===== src/design/skf_pkg.sv =====
// Shared widths, register indices and reset values for the scalar Kalman filter.
// Used by skf_div, skf_mul and scalar_kalman_filter_core; depends on nothing.
`default_nettype none

package skf_pkg;

   // Field and state widths
   localparam int SKF_DATA_W    = 32;                  // samples, registers, covariance
   localparam int SKF_FRAC_W    = 16;                  // fraction bits of Q16 values
   localparam int SKF_EST_W     = SKF_DATA_W + SKF_FRAC_W;   // estimate, Q32.16
   localparam int SKF_DIFF_W    = SKF_EST_W + 1;       // innovation before magnitude
   localparam int SKF_GAIN_W    = SKF_FRAC_W + 1;      // gain 0..1.0 inclusive
   localparam int SKF_CSR_IDX_W = 2;

   localparam logic [SKF_GAIN_W-1:0] SKF_GAIN_ONE = SKF_GAIN_W'(1) << SKF_FRAC_W;

   // Register indices
   localparam logic [SKF_CSR_IDX_W-1:0] SKF_REG_PROCESS_NOISE     = 2'd0;
   localparam logic [SKF_CSR_IDX_W-1:0] SKF_REG_MEASUREMENT_NOISE = 2'd1;
   localparam logic [SKF_CSR_IDX_W-1:0] SKF_REG_INITIAL_ERROR_COV = 2'd2;
   localparam logic [SKF_CSR_IDX_W-1:0] SKF_REG_INITIAL_ESTIMATE  = 2'd3;

   // Register reset values
   localparam logic [SKF_DATA_W-1:0] SKF_RST_PROCESS_NOISE     = 32'd262144; // 4.0
   localparam logic [SKF_DATA_W-1:0] SKF_RST_MEASUREMENT_NOISE = 32'd40960;  // 0.625
   localparam logic [SKF_DATA_W-1:0] SKF_RST_INITIAL_ERROR_COV = 32'd27525;  // 0.42
   localparam logic [SKF_DATA_W-1:0] SKF_RST_INITIAL_ESTIMATE  = 32'd0;

endpackage

`default_nettype wire


===== src/design/skf_div.sv =====
// Serial restoring divider: quot = floor(numer * 2^FRAC / denom), numer <= denom.
// One quotient bit per cycle after the load cycle. Uses skf_pkg for defaults.
`default_nettype none

module skf_div #(
   parameter int NUM_W = skf_pkg::SKF_DATA_W,
   parameter int FRAC  = skf_pkg::SKF_FRAC_W
) (
   input  wire logic             clock,
   input  wire logic             reset,
   input  wire logic             start,
   input  wire logic [NUM_W-1:0] numer,
   input  wire logic [NUM_W:0]   denom,
   output logic                  done,
   output logic [FRAC:0]         quot
);

   localparam int DEN_W = NUM_W + 1;
   localparam int CNT_W = (FRAC > 1) ? $clog2(FRAC) : 1;

   logic             busy_ff, busy_in;
   logic             done_ff, done_in;
   logic [CNT_W-1:0] cnt_ff, cnt_in;
   logic [DEN_W-1:0] rem_ff, rem_in;
   logic [DEN_W-1:0] den_ff, den_in;
   logic             dnz_ff, dnz_in;
   logic [FRAC:0]    quot_ff, quot_in;

   logic [DEN_W-1:0] numer_ext;
   logic             top_bit;
   logic [DEN_W:0]   trial;
   logic [DEN_W:0]   den_wide;
   logic [DEN_W:0]   trial_diff;
   logic             trial_ge;

   always_comb begin
      numer_ext  = {1'b0, numer};
      // integer bit of the gain: only set when numerator reaches the divisor
      top_bit    = (denom != '0) && (numer_ext >= denom);
      trial      = {rem_ff, 1'b0};
      den_wide   = {1'b0, den_ff};
      trial_diff = trial - den_wide;
      trial_ge   = dnz_ff && (trial >= den_wide);

      busy_in = busy_ff;
      done_in = 1'b0;
      cnt_in  = cnt_ff;
      rem_in  = rem_ff;
      den_in  = den_ff;
      dnz_in  = dnz_ff;
      quot_in = quot_ff;

      if (start) begin
         busy_in = 1'b1;
         cnt_in  = '0;
         den_in  = denom;
         dnz_in  = (denom != '0);
         rem_in  = top_bit ? (numer_ext - denom) : numer_ext;
         quot_in = {{FRAC{1'b0}}, top_bit};
      end else if (busy_ff) begin
         // one fraction bit per cycle
         rem_in  = trial_ge ? trial_diff[DEN_W-1:0] : trial[DEN_W-1:0];
         quot_in = {quot_ff[FRAC-1:0], trial_ge};
         cnt_in  = cnt_ff + CNT_W'(1);
         if (cnt_ff == CNT_W'(FRAC - 1)) begin
            busy_in = 1'b0;
            done_in = 1'b1;
         end
      end
   end

   always_ff @(posedge clock) begin
      if (reset) begin
         busy_ff <= 1'b0;
         done_ff <= 1'b0;
         cnt_ff  <= '0;
      end else begin
         busy_ff <= busy_in;
         done_ff <= done_in;
         cnt_ff  <= cnt_in;
      end
      rem_ff  <= rem_in;
      den_ff  <= den_in;
      dnz_ff  <= dnz_in;
      quot_ff <= quot_in;
   end

   assign done = done_ff;
   assign quot = quot_ff;

endmodule

`default_nettype wire


===== src/design/skf_mul.sv =====
// Serial shift-add multiplier: product = (mcand * mplier) >> SHIFT, exact floor.
// One multiplier bit per cycle, LSB first. Uses skf_pkg for defaults.
`default_nettype none

module skf_mul #(
   parameter int A_W   = skf_pkg::SKF_DATA_W,
   parameter int B_W   = skf_pkg::SKF_GAIN_W,
   parameter int SHIFT = skf_pkg::SKF_FRAC_W
) (
   input  wire logic                   clock,
   input  wire logic                   reset,
   input  wire logic                   start,
   input  wire logic [A_W-1:0]         mcand,
   input  wire logic [B_W-1:0]         mplier,
   output logic                        done,
   output logic [A_W+B_W-SHIFT-1:0]    product
);

   localparam int CNT_W = (B_W > 1) ? $clog2(B_W) : 1;

   logic             busy_ff, busy_in;
   logic             done_ff, done_in;
   logic [CNT_W-1:0] cnt_ff, cnt_in;
   logic [A_W-1:0]   a_ff, a_in;
   logic [B_W-1:0]   b_ff, b_in;
   logic [A_W-1:0]   hi_ff, hi_in;
   logic [B_W-1:0]   lo_ff, lo_in;

   logic [A_W:0]       psum;
   logic [A_W+B_W-1:0] full;

   always_comb begin
      psum = {1'b0, hi_ff} + (b_ff[0] ? {1'b0, a_ff} : '0);

      busy_in = busy_ff;
      done_in = 1'b0;
      cnt_in  = cnt_ff;
      a_in    = a_ff;
      b_in    = b_ff;
      hi_in   = hi_ff;
      lo_in   = lo_ff;

      if (start) begin
         busy_in = 1'b1;
         cnt_in  = '0;
         a_in    = mcand;
         b_in    = mplier;
         hi_in   = '0;
         lo_in   = '0;
      end else if (busy_ff) begin
         // add partial product, shift right; dropped bit goes to the low word
         hi_in  = psum[A_W:1];
         lo_in  = {psum[0], lo_ff[B_W-1:1]};
         b_in   = b_ff >> 1;
         cnt_in = cnt_ff + CNT_W'(1);
         if (cnt_ff == CNT_W'(B_W - 1)) begin
            busy_in = 1'b0;
            done_in = 1'b1;
         end
      end
   end

   always_ff @(posedge clock) begin
      if (reset) begin
         busy_ff <= 1'b0;
         done_ff <= 1'b0;
         cnt_ff  <= '0;
      end else begin
         busy_ff <= busy_in;
         done_ff <= done_in;
         cnt_ff  <= cnt_in;
      end
      a_ff  <= a_in;
      b_ff  <= b_in;
      hi_ff <= hi_in;
      lo_ff <= lo_in;
   end

   assign full    = {hi_ff, lo_ff};
   assign done    = done_ff;
   assign product = full[A_W+B_W-1:SHIFT];

endmodule

`default_nettype wire


===== src/design/scalar_kalman_filter_core.sv =====
// Scalar Kalman filter core: one filtered estimate per sample transaction.
// rsp_valid rises after the request has gone through PREP, DIVGO, DIV, MULGO, MUL
// and OUT; req_stall holds off a new request until the core is back in idle, and the
// pace is set by the 16-step serial gain divider and the 17-step serial multipliers.
// Synchronous reset loads the register defaults and reloads estimate and covariance;
// any register write reloads them as well. Depends on skf_pkg, skf_div and skf_mul.
`default_nettype none

module scalar_kalman_filter_core (
   input  wire logic                                  clock,
   input  wire logic                                  reset,
   // request channel
   input  wire logic                                  req_valid,
   output logic                                       req_stall,
   input  wire logic signed [skf_pkg::SKF_DATA_W-1:0] req_sample,
   // response channel
   output logic                                       rsp_valid,
   input  wire logic                                  rsp_stall,
   output logic signed [skf_pkg::SKF_DATA_W-1:0]      rsp_filtered,
   // register write port
   input  wire logic                                  csr_write,
   input  wire logic [skf_pkg::SKF_CSR_IDX_W-1:0]     csr_index,
   input  wire logic [skf_pkg::SKF_DATA_W-1:0]        csr_wdata
);

   localparam int DW = skf_pkg::SKF_DATA_W;
   localparam int FW = skf_pkg::SKF_FRAC_W;
   localparam int EW = skf_pkg::SKF_EST_W;
   localparam int XW = skf_pkg::SKF_DIFF_W;
   localparam int GW = skf_pkg::SKF_GAIN_W;

   typedef enum logic [6:0] {
      ST_IDLE  = 7'b0000001,
      ST_PREP  = 7'b0000010,
      ST_DIVGO = 7'b0000100,
      ST_DIV   = 7'b0001000,
      ST_MULGO = 7'b0010000,
      ST_MUL   = 7'b0100000,
      ST_OUT   = 7'b1000000
   } state_type;

   state_type state_ff, state_in;

   // configuration
   logic [DW-1:0] q_ff, q_in;
   logic [DW-1:0] r_ff, r_in;
   logic [DW-1:0] p0_ff, p0_in;
   logic [DW-1:0] x0_ff, x0_in;

   // filter state
   logic signed [EW-1:0] est_ff, est_in;
   logic [DW-1:0]        cov_ff, cov_in;

   // per-transaction working registers
   logic [DW-1:0]   p1_ff, p1_in;
   logic [XW-1:0]   diff_ff, diff_in;
   logic [DW:0]     denom_ff, denom_in;
   logic [EW-1:0]   mag_ff, mag_in;
   logic            neg_ff, neg_in;

   logic                 rsp_valid_ff, rsp_valid_in;
   logic signed [DW-1:0] rsp_filtered_ff, rsp_filtered_in;

   // datapath nets
   logic [DW:0]        p_sum;
   logic [DW-1:0]      p1_sat;
   logic [XW-1:0]      z_ext;
   logic [XW-1:0]      est_ext;
   logic [XW-1:0]      diff_neg;
   logic [DW-1:0]      est_int;
   logic               round_up;
   logic               out_free;
   logic               reload;

   logic               div_start, div_done;
   logic [GW-1:0]      gain;
   logic [GW-1:0]      gain_inv;
   logic               mul_start, delta_done, covm_done;
   logic [EW+GW-FW-1:0] delta_full;
   logic [DW+GW-FW-1:0] cov_full;
   logic [EW-1:0]      delta;

   assign div_start = (state_ff == ST_DIVGO);
   assign mul_start = (state_ff == ST_MULGO);
   assign gain_inv  = skf_pkg::SKF_GAIN_ONE - gain;
   assign delta     = delta_full[EW-1:0];

   // gain k = p1 * 2^16 / (p1 + r)
   skf_div #(
      .NUM_W (DW),
      .FRAC  (FW)
   ) u_div (
      .clock  (clock),
      .reset  (reset),
      .start  (div_start),
      .numer  (p1_ff),
      .denom  (denom_ff),
      .done   (div_done),
      .quot   (gain)
   );

   // correction k * |d| / 2^16
   skf_mul #(
      .A_W   (EW),
      .B_W   (GW),
      .SHIFT (FW)
   ) u_mul_delta (
      .clock   (clock),
      .reset   (reset),
      .start   (mul_start),
      .mcand   (mag_ff),
      .mplier  (gain),
      .done    (delta_done),
      .product (delta_full)
   );

   // covariance (1 - k) * p1 / 2^16
   skf_mul #(
      .A_W   (DW),
      .B_W   (GW),
      .SHIFT (FW)
   ) u_mul_cov (
      .clock   (clock),
      .reset   (reset),
      .start   (mul_start),
      .mcand   (p1_ff),
      .mplier  (gain_inv),
      .done    (covm_done),
      .product (cov_full)
   );

   always_comb begin
      // predicted covariance, saturating
      p_sum   = {1'b0, cov_ff} + {1'b0, q_ff};
      p1_sat  = p_sum[DW] ? '1 : p_sum[DW-1:0];
      // innovation z * 2^16 - x
      z_ext   = {req_sample[DW-1], req_sample, {FW{1'b0}}};
      est_ext = {est_ff[EW-1], est_ff};
      diff_neg = XW'(0) - diff_ff;
      // truncate toward zero
      est_int  = est_ff[EW-1:FW];
      round_up = est_ff[EW-1] && (est_ff[FW-1:0] != '0);
      out_free = !rsp_valid_ff || !rsp_stall;

      state_in        = state_ff;
      q_in            = q_ff;
      r_in            = r_ff;
      p0_in           = p0_ff;
      x0_in           = x0_ff;
      est_in          = est_ff;
      cov_in          = cov_ff;
      p1_in           = p1_ff;
      diff_in         = diff_ff;
      denom_in        = denom_ff;
      mag_in          = mag_ff;
      neg_in          = neg_ff;
      rsp_valid_in    = rsp_valid_ff && rsp_stall;
      rsp_filtered_in = rsp_filtered_ff;
      reload          = 1'b0;

      case (state_ff)
         ST_IDLE: begin
            if (req_valid) begin
               p1_in    = p1_sat;
               diff_in  = z_ext - est_ext;
               state_in = ST_PREP;
            end
         end
         ST_PREP: begin
            denom_in = {1'b0, p1_ff} + {1'b0, r_ff};
            neg_in   = diff_ff[XW-1];
            mag_in   = diff_ff[XW-1] ? diff_neg[EW-1:0] : diff_ff[EW-1:0];
            state_in = ST_DIVGO;
         end
         ST_DIVGO: begin
            state_in = ST_DIV;
         end
         ST_DIV: begin
            if (div_done) begin
               state_in = ST_MULGO;
            end
         end
         ST_MULGO: begin
            state_in = ST_MUL;
         end
         ST_MUL: begin
            // both multipliers run in lockstep
            if (delta_done && covm_done) begin
               est_in   = neg_ff ? (est_ff - delta) : (est_ff + delta);
               cov_in   = cov_full[DW-1:0];
               state_in = ST_OUT;
            end
         end
         ST_OUT: begin
            if (out_free) begin
               rsp_valid_in    = 1'b1;
               rsp_filtered_in = est_int + DW'(round_up);
               state_in        = ST_IDLE;
            end
         end
         default: begin
            state_in = ST_IDLE;
         end
      endcase

      // register writes store the value and reload the filter state
      if (csr_write) begin
         case (csr_index)
            skf_pkg::SKF_REG_PROCESS_NOISE: begin
               q_in   = csr_wdata;
               reload = 1'b1;
            end
            skf_pkg::SKF_REG_MEASUREMENT_NOISE: begin
               r_in   = csr_wdata;
               reload = 1'b1;
            end
            skf_pkg::SKF_REG_INITIAL_ERROR_COV: begin
               p0_in  = csr_wdata;
               reload = 1'b1;
            end
            skf_pkg::SKF_REG_INITIAL_ESTIMATE: begin
               x0_in  = csr_wdata;
               reload = 1'b1;
            end
            default: begin
               reload = 1'b0;
            end
         endcase
      end
      if (reload) begin
         est_in = {x0_in, {FW{1'b0}}};
         cov_in = p0_in;
      end
   end

   always_ff @(posedge clock) begin
      if (reset) begin
         state_ff     <= ST_IDLE;
         q_ff         <= skf_pkg::SKF_RST_PROCESS_NOISE;
         r_ff         <= skf_pkg::SKF_RST_MEASUREMENT_NOISE;
         p0_ff        <= skf_pkg::SKF_RST_INITIAL_ERROR_COV;
         x0_ff        <= skf_pkg::SKF_RST_INITIAL_ESTIMATE;
         est_ff       <= {skf_pkg::SKF_RST_INITIAL_ESTIMATE, {FW{1'b0}}};
         cov_ff       <= skf_pkg::SKF_RST_INITIAL_ERROR_COV;
         rsp_valid_ff <= 1'b0;
      end else begin
         state_ff     <= state_in;
         q_ff         <= q_in;
         r_ff         <= r_in;
         p0_ff        <= p0_in;
         x0_ff        <= x0_in;
         est_ff       <= est_in;
         cov_ff       <= cov_in;
         rsp_valid_ff <= rsp_valid_in;
      end
      p1_ff           <= p1_in;
      diff_ff         <= diff_in;
      denom_ff        <= denom_in;
      mag_ff          <= mag_in;
      neg_ff          <= neg_in;
      rsp_filtered_ff <= rsp_filtered_in;
   end

   assign req_stall    = (state_ff != ST_IDLE);
   assign rsp_valid    = rsp_valid_ff;
   assign rsp_filtered = rsp_filtered_ff;

   // gain divider finishes only while the sequencer waits for it
   a_div_done_in_wait : assert property (@(posedge clock) disable iff (reset)
      div_done |-> (state_ff == ST_DIV))
      else $error("gain divider finished outside its wait state");

   // the two multipliers stay in lockstep
   a_mul_lockstep : assert property (@(posedge clock) disable iff (reset)
      delta_done == covm_done)
      else $error("correction and covariance multipliers out of step");

   // updated covariance never exceeds the predicted covariance
   a_cov_shrinks : assert property (@(posedge clock) disable iff (reset)
      ((state_ff == ST_MUL) && delta_done && !csr_write) |=> (cov_ff <= $past(p1_ff)))
      else $error("covariance grew during the update");

   // a finished result is only loaded once the output register is free
   a_out_no_overwrite : assert property (@(posedge clock) disable iff (reset)
      ((state_ff == ST_OUT) && rsp_valid_ff && rsp_stall) |=> (state_ff == ST_OUT))
      else $error("result left the output state while the response was stalled");

endmodule

`default_nettype wire

===== config.mk =====
export PLATFORM = sky130hd
export DESIGN_NAME = scalar_kalman_filter_core
export DESIGN_NICKNAME = d
export VERILOG_FILES = /design/src/design/skf_pkg.sv /design/src/design/skf_div.sv /design/src/design/skf_mul.sv /design/src/design/scalar_kalman_filter_core.sv
export SDC_FILE = /design/constraint.sdc
export NUM_CORES = 2
export LEC_CHECK = 0
export ABC_CLOCK_PERIOD_IN_PS = 6600
export BUFFER_PORTS_ARGS = -buffer_cell sky130_fd_sc_hd__buf_2
export CORE_AREA = 2 2 314 316
export DETAILED_ROUTE_END_ITERATION = 8
export DIE_AREA = 0 0 316 318
export HOLD_SLACK_MARGIN = 0.12
export PLACE_DENSITY_LB_ADDON = 0.08
export SLEW_MARGIN = 20
export SYNTH_ARGS = -nofsm -noshare
export SYNTH_HDL_FRONTEND = slang
export SYNTH_SLANG_ARGS = --single-unit

===== constraint.sdc =====
create_clock -name clock -period 6.6 [get_ports clock]
set_clock_uncertainty 0.05 [all_clocks]
set_input_delay 0.33 -clock clock [delete_from_list [all_inputs] [get_ports clock]]
set_output_delay 0.33 -clock clock [all_outputs]
set_load 0.01 [all_outputs]

=== Yosys cells after proc, flatten, opt, wreduce, memory -nomap -nowiden ===
Index checks and enable logic that the tools add are counted.

* Register bits: 743
* Bits of input ports: 71

* Muxes and demuxes: 45
* Order comparisons: 2
* Add/sub/neg operators: 15
* Eq/ne operators: 18
* Reduce and logical (&&, ||, !) cells: 30
* Bitwise logic cells: 3

{| class="wikitable"
|+ Operator list
! cell !! number
|-
| $mux W48 || 6
|-
| $mux W32 || 8
|-
| $mux W33 || 4
|-
| $mux W17 || 4
|-
| $add A32 B32 Y33 || 2
|-
| $add A48 B49 Y49 || 1
|-
| $pmux W7 S7 || 1
|-
| $sub A48 B48 Y49 || 1
|-
| $add A48 B48 Y48 || 1
|-
| $sub A1 B48 Y48 const A || 1
|-
| $sub A48 B48 Y48 || 1
|-
| $ge A34 B33 Y1 || 1
|-
| $add A32 B33 Y33 || 1
|-
| $ge A32 B33 Y1 || 1
|-
| $reduce_bool A33 Y1 || 1
|-
| $sub A32 B33 Y33 || 1
|-
| $sub A33 B33 Y33 || 1
|-
| $add A32 B1 Y32 || 1
|-
| $mux W7 || 4
|-
| $mux W1 || 18
|-
| $sub A17 B17 Y17 const A || 1
|-
| $reduce_bool A16 Y1 || 1
|-
| $reduce_and A2 Y1 || 6
|-
| $add A5 B1 Y5 const B || 2
|-
| 25 further kinds || 44
|}

=== Longest topological paths before layout ===
* Depth after elaboration: 6
* Mapped depth: 24
* Depth with buffers taken out: 23

=== Cells and area by module ===
Synthesis repeated with hierarchy kept, for this count alone.

* Cells, all modules: 4772
* Area, all modules: 44202.4 um^2

{| class="wikitable"
|+ By module, submodules not included
! module !! seq. area each (um^2) !! instances !! area each (um^2) !! cells an instance
|-
| scalar_kalman_filter_core || 10179.8 || 1 || 24314.6 || 2648
|-
| skf_div || 2482.4 || 1 || 7732.4 || 877
|-
| skf_mul at u_mul_delta || 3072.9 || 1 || 7078.0 || 732
|-
| skf_mul at u_mul_cov || 2272.2 || 1 || 5077.4 || 515
|}

=== Worst setup path after synthesis ===
OpenSTA, ideal clock, no wires.

* Kind: register -> register
* Start: reg state_ff[2]
* End: reg diff_ff[0] (enable)
* Required time: 6029 ps
* Stages on the path, launching flop included: 4
* Clock period less this slack: 4897 ps
* Arrival time: 4326 ps
* Path slack: 1703 ps
* Cell sequence: dfxtp_1 nor4_1 nand3_1 nor2_1

* Word-level cells in the longest chain between the ends: 2

{| class="wikitable"
|+ Ends and longest elaborated chain
! item !! RTL line !! source
|-
| start: declaration || scalar_kalman_filter_core.sv:42 || <nowiki>state_type state_ff, state_in;</nowiki>
|-
| start signal: assignment || scalar_kalman_filter_core.sv:247 || <nowiki>state_ff <= state_in;</nowiki>
|-
| $eq A7 B1 Y1 || scalar_kalman_filter_core.sv:161 || <nowiki>case (state_ff)</nowiki>
|-
| $reduce_and A2 Y1 (no line) || -- ||
|-
| end signal: assignment || scalar_kalman_filter_core.sv:257 || <nowiki>diff_ff <= diff_in;</nowiki>
|-
| end: declaration || scalar_kalman_filter_core.sv:56 || <nowiki>logic [XW-1:0] diff_ff, diff_in;</nowiki>
|}

Every way passes these cells.
A chain may end at the register's enable or synchronous reset.

=== Worst setup path after layout ===
* Start: reg u_mul_delta.hi_ff[0]
* End: reg est_ff[43]

* Word-level cells in the longest chain between the ends: 5
* Elaborated cells on any way between the ends: 6
* Classes of those cells: add/sub: 2; mux: 4

{| class="wikitable"
|+ Ends and longest elaborated chain
! item !! RTL line !! source
|-
| start: declaration || skf_mul.sv:26 || <nowiki>logic [A_W-1:0] hi_ff, hi_in;</nowiki>
|-
| start signal: assignment || skf_mul.sv:75 || <nowiki>hi_ff <= hi_in;</nowiki>
|-
| $add A48 B48 Y48 or $sub A48 B48 Y48 (tied branches) || scalar_kalman_filter_core.sv:189 || <nowiki>est_in = neg_ff ? (est_ff - delta) : (est_ff + delta);</nowiki>
|-
| $mux W48 * || scalar_kalman_filter_core.sv:189 ||
|-
| $mux W48 * || scalar_kalman_filter_core.sv:188 || <nowiki>if (delta_done && covm_done) begin</nowiki>
|-
| $mux W48 * || scalar_kalman_filter_core.sv:161 ||
|-
| $mux W48 * || scalar_kalman_filter_core.sv:230 || <nowiki>if (reload) begin</nowiki>
|-
| end signal: assignment || scalar_kalman_filter_core.sv:243 || <nowiki>est_ff <= {skf_pkg::SKF_RST_INITIAL_ESTIMATE, {FW{1'b0}}};</nowiki>
|-
| end signal: assignment || scalar_kalman_filter_core.sv:252 || <nowiki>est_ff <= est_in;</nowiki>
|-
| end: declaration || scalar_kalman_filter_core.sv:51 || <nowiki>logic signed [EW-1:0] est_ff, est_in;</nowiki>
|}

Mark *: on every way between the ends. The rest lies on a longest branch, timed or not. The select of a mux whose other input is x is not followed.

==> run_results.csv <==
group,metric,value,unit
power,vdd_drop_max,0.000184,V
place,io_buffers,104,
logic_synthesis,ys_types,78,
worst_setup_path,path_common_cell,"nand2_1",
worst_setup_path,cp.required,7.08,ns
die,io_pins,105,
worst_setup_path,crit_path_start_kind,"flip-flop",
worst_hold_path,hold_path.startpoint,"req_sample[19]",
global_routing,grt_overflow,0,
clocking,numCtsBuffers,84,
die,die_width,316,um
clocking,clk_pin_slew_worst_paths,0.06,ns
worst_hold_path,min_to,"diff_ff[35]",
route,postRouteWirelength,121,mm
job,maxCapViolCount,0,
logic_synthesis,syn_avg_cell_area,9.06,um^2
clocking,clk_path_buf_depth,3,
die,start_util,0.445,
sta,relSlewSlack,0.289,
outcome,status,"completed",
worst_setup_path,crit_fanout,7,
sta,finalSetupTns,0,ns
final_layout,mostFrequentLayoutCells,"685 x nand2_1, 428 x a21oi_1, 377 x edfxtp_1",
worst_setup_path,r2r_cells,23,
route,drt_iter0_markers,2549,
place,place_ws,1.24,ns
route,num_vias,34510,
final_layout,final_common_cell,"nand2_1",
logic_synthesis,async_reset_ff_frac,0,
sta,finalCritPeriodShare,0.814,
worst_hold_path,hold_class,"in2reg",
route,drt-pass1-iter-count,5,
worst_setup_path,arrival,5.85,ns
clocking,clk_latency,0.67,ns
global_routing,grt_usage,0.237,
worst_setup_path,cp-end-kind,"flip-flop",
clocking,cts_resized,0,
final_layout,antenna_cells,0,
power,p_leak,19.6,nW
worst_setup_path,path_buf_inv,2,
clocking,cts_tree,"done",
worst_hold_path,hold-path-cell-count,3,
clocking,cts.sinks,711,
global_routing,grt_pass1_wl,187,mm
sta,finalSetupViolCount,0,
logic_synthesis,synthFlopType,"edfxtp_1",
worst_setup_path,crit_chain,"inv_1 > ha_1 > nand2_1 > nor4_1 > nand2_1 > nand2_1 > o21ai_0 > nor2_1 > o21ai_0 > xnor2_1 > ha_1 > a21oi_1 > nand2_1 > a211oi_1 > nor2_1 > nor2_1 > a21oi_1 > buf_4 > a31oi_1 > o21ai_0 > a31oi_1 > mux2i_1 > a21oi_1",
die,die_h,318,um
die,coreArea,0.0974,mm^2
place,dp_hpwl,88.1,mm
route,wire_per_inst,19.4,um
die,num_rows,115,
logic_synthesis,ys_seq_area_frac,0.415,
clocking,cts_setup_buffers,0,
sta,fmax,186,MHz
worst_setup_path,crit_family,"compound AO/OA/AOI/OAI gates",
final_layout,fillers,9306,
sta,min_period,5.37,ns
route,vias_per_cell,5.54,
global_routing,antenna_found_initial,1,
global_routing,grt_max_degree,105,
sta,worstMarginPinSlew,1.06,ns
die,die-area,0.100,mm^2
logic_synthesis,yosys_warnings,0,
worst_setup_path,crit_type,"reg2reg",
worst_setup_path,cp-startpoint,"u_mul_delta.hi_ff[0]",
worst_setup_path,slowest_delay,0.57,ns
worst_setup_path,rrSetupSlack,1.23,ns
sta,worst_slack,1.23,ns
final_layout,syn_to_final_growth,12.0,%
sta,final_max_slew_viol_count,0,
logic_synthesis,synth.ff_latch_count,711,
route,ant_nets,0,
logic_synthesis,syn-num-nets,5158,
route,post-route-drc-count,0,
logic_synthesis,synth_edf_count,377,
final_layout,nets,5248,
worst_setup_path,slowest_stage,"nor4_1",
logic_synthesis,synth_cells,4781,
sta,hold_viol,0,
logic_synthesis,syn_area,0.0433,mm^2
clocking,htree_levels,3,
sta,rsz0062_at_grt,"false",
place,place_congestion,0.883,
worst_setup_path,reg2reg_to,"est_ff[43]",
global_routing,first_global_vias,32441,
power,p_per_area,242,mW/mm^2
clocking,clockRootBuffer,"clkbuf_16",
worst_setup_path,rr_startpoint,"u_mul_delta.hi_ff[0]",
final_layout,drive_gt1_frac,0.0680,
==> flip-flops by register name, summed over array words and instances, names as in the netlist, 7 cells and up <==
register / flops
r_ff: 32
est_ff: 48
u_mul_delta.hi_ff: 48
u_mul_delta.a_ff: 48
u_mul_delta.b_ff: 17
rsp_filtered: 32
q_ff: 32
mag_ff: 48
diff_ff: 49
u_div.den_ff: 33
u_mul_cov.hi_ff: 32
u_mul_cov.a_ff: 32
u_div.quot: 17
denom_ff: 33
cov_ff: 32
p0_ff: 32
u_mul_cov.b_ff: 17
x0_ff: 32
p1_ff: 32
state_ff: 7
u_div.rem_ff: 33
==> worst reg2reg max path: stages (launching register included) <==
cell	delay (ns)
dfxtp_1	0.35
inv_1	0.10
ha_1	0.19
nand2_1	0.09
nor4_1	0.57
nand2_1	0.12
nand2_1	0.22
o21ai_0	0.28
nor2_1	0.36
o21ai_0	0.18
xnor2_1	0.16
ha_1	0.38
a21oi_1	0.26
nand2_1	0.11
a211oi_1	0.22
nor2_1	0.09
nor2_1	0.11
a21oi_1	0.08
buf_4	0.17
a31oi_1	0.35
o21ai_0	0.28
a31oi_1	0.26
mux2i_1	0.21
a21oi_1	0.08
==> area by class of cell <==
type / instances / area [um^2] / area share
clock buffer: 118 / 2490 / 0.0513
clock inverter: 40 / 418 / 0.00861
inverter: 205 / 777 / 0.0160
multi-input combinational: 3679 / 24000 / 0.494
sequential: 711 / 18000 / 0.371
tap: 1287 / 1610 / 0.0332
timing repair buffer: 190 / 1280 / 0.0264
==> per-layer routing <==
metal	vias up	global-route usage	wire, um
met4	0	0.0831	3970
met3	170	0.0318	6090
met2	771	0.349	50900
li1	17303	-	-
met1	16266	0.354	60200
met5	-	0	0
==> how the worst max path moves through the flow <==
stage,end,cells past startpoint
2_1_floorplan,diff_ff[0],3
3_3_place_gp,est_ff[43],23
3_5_place_dp,est_ff[43],22
4_1_cts,est_ff[43],22
5_1_grt,est_ff[43],23
6_report,est_ff[43],23
==> through the flow <==
step	instance area [um^2]	hold WS (ns)	power [mW]	utilization	cells
6_report	48500	0.158	11.7	0.498	6230
5_1_grt	48500	0.161	12.2	0.498	6230
4_1_cts	48500	0.122	11.8	0.498	6230
3_5_place_dp	45200	0.355	6.90	0.464	6030
3_3_place_gp	45200	0.353	6.89	0.464	6030
2_1_floorplan	43300	0.350	6.40	-	4781
==> synthesized netlist by cell type, types with 10 or more instances <==
cell      count  area share
a211oi_1    106       0.018
a21o_1      162       0.028
a21oi_1     429       0.050
a221oi_1     16      0.0032
a311oi_1     27      0.0055
a31oi_1      42      0.0061
and2_1       96       0.014
and3_1       61      0.0088
buf_1        14      0.0012
clkbuf_1    172       0.015
dfxtp_1     334        0.15
edfxtp_1    377        0.26
ha_1        299       0.086
inv_1       204       0.018
mux2i_1     119       0.027
nand2_1     686       0.059
nand2b_1     54      0.0078
nand3_1      63      0.0073
nand3b_1     24      0.0042
nand4_1      31      0.0045
nor2_1      356       0.031
nor2b_1      52      0.0075
nor3_1       75      0.0087
nor3b_1      10      0.0017
nor4_1       34      0.0049
o211ai_1     14      0.0024
o21a_1       49      0.0085
o21ai_0     217       0.025
o21bai_1     37      0.0064
o31ai_1      27      0.0047
o41ai_1      13      0.0026
or2_2        16      0.0023
or3_1        23      0.0033
or4_1        11      0.0019
xnor2_1     289       0.058
xor2_1      113       0.023
==> where the power goes <==
part / leakage [nW] / switching (mW) / internal [mW]
clock network: 1.42 / 1.97 / 2.92
registers: 6.16 / 0.194 / 4.91
logic: 12.0 / 1.03 / 0.708
total: 19.6 / 3.19 / 8.54
==> cell families (layout without fill, tap and decap cells) <==
logic type      Yosys count  after routing  synth area share
simple gates           1613           1613             0.172
xor+xnor                402            402            0.0812
flops                   711            711             0.415
compound gates         1237           1237             0.180
mux                     121            121            0.0280
fa+ha+maj               306            306            0.0896
buf+inv                 391            553            0.0339
==> what timing repair did <==
item                                    in CTS  in global routing
endpoints found under the hold margin      197                  0
endpoints found under the setup margin       0                  0
hold buffers                                42                  0
Note: power is estimated with default switching activity, not from simulation.
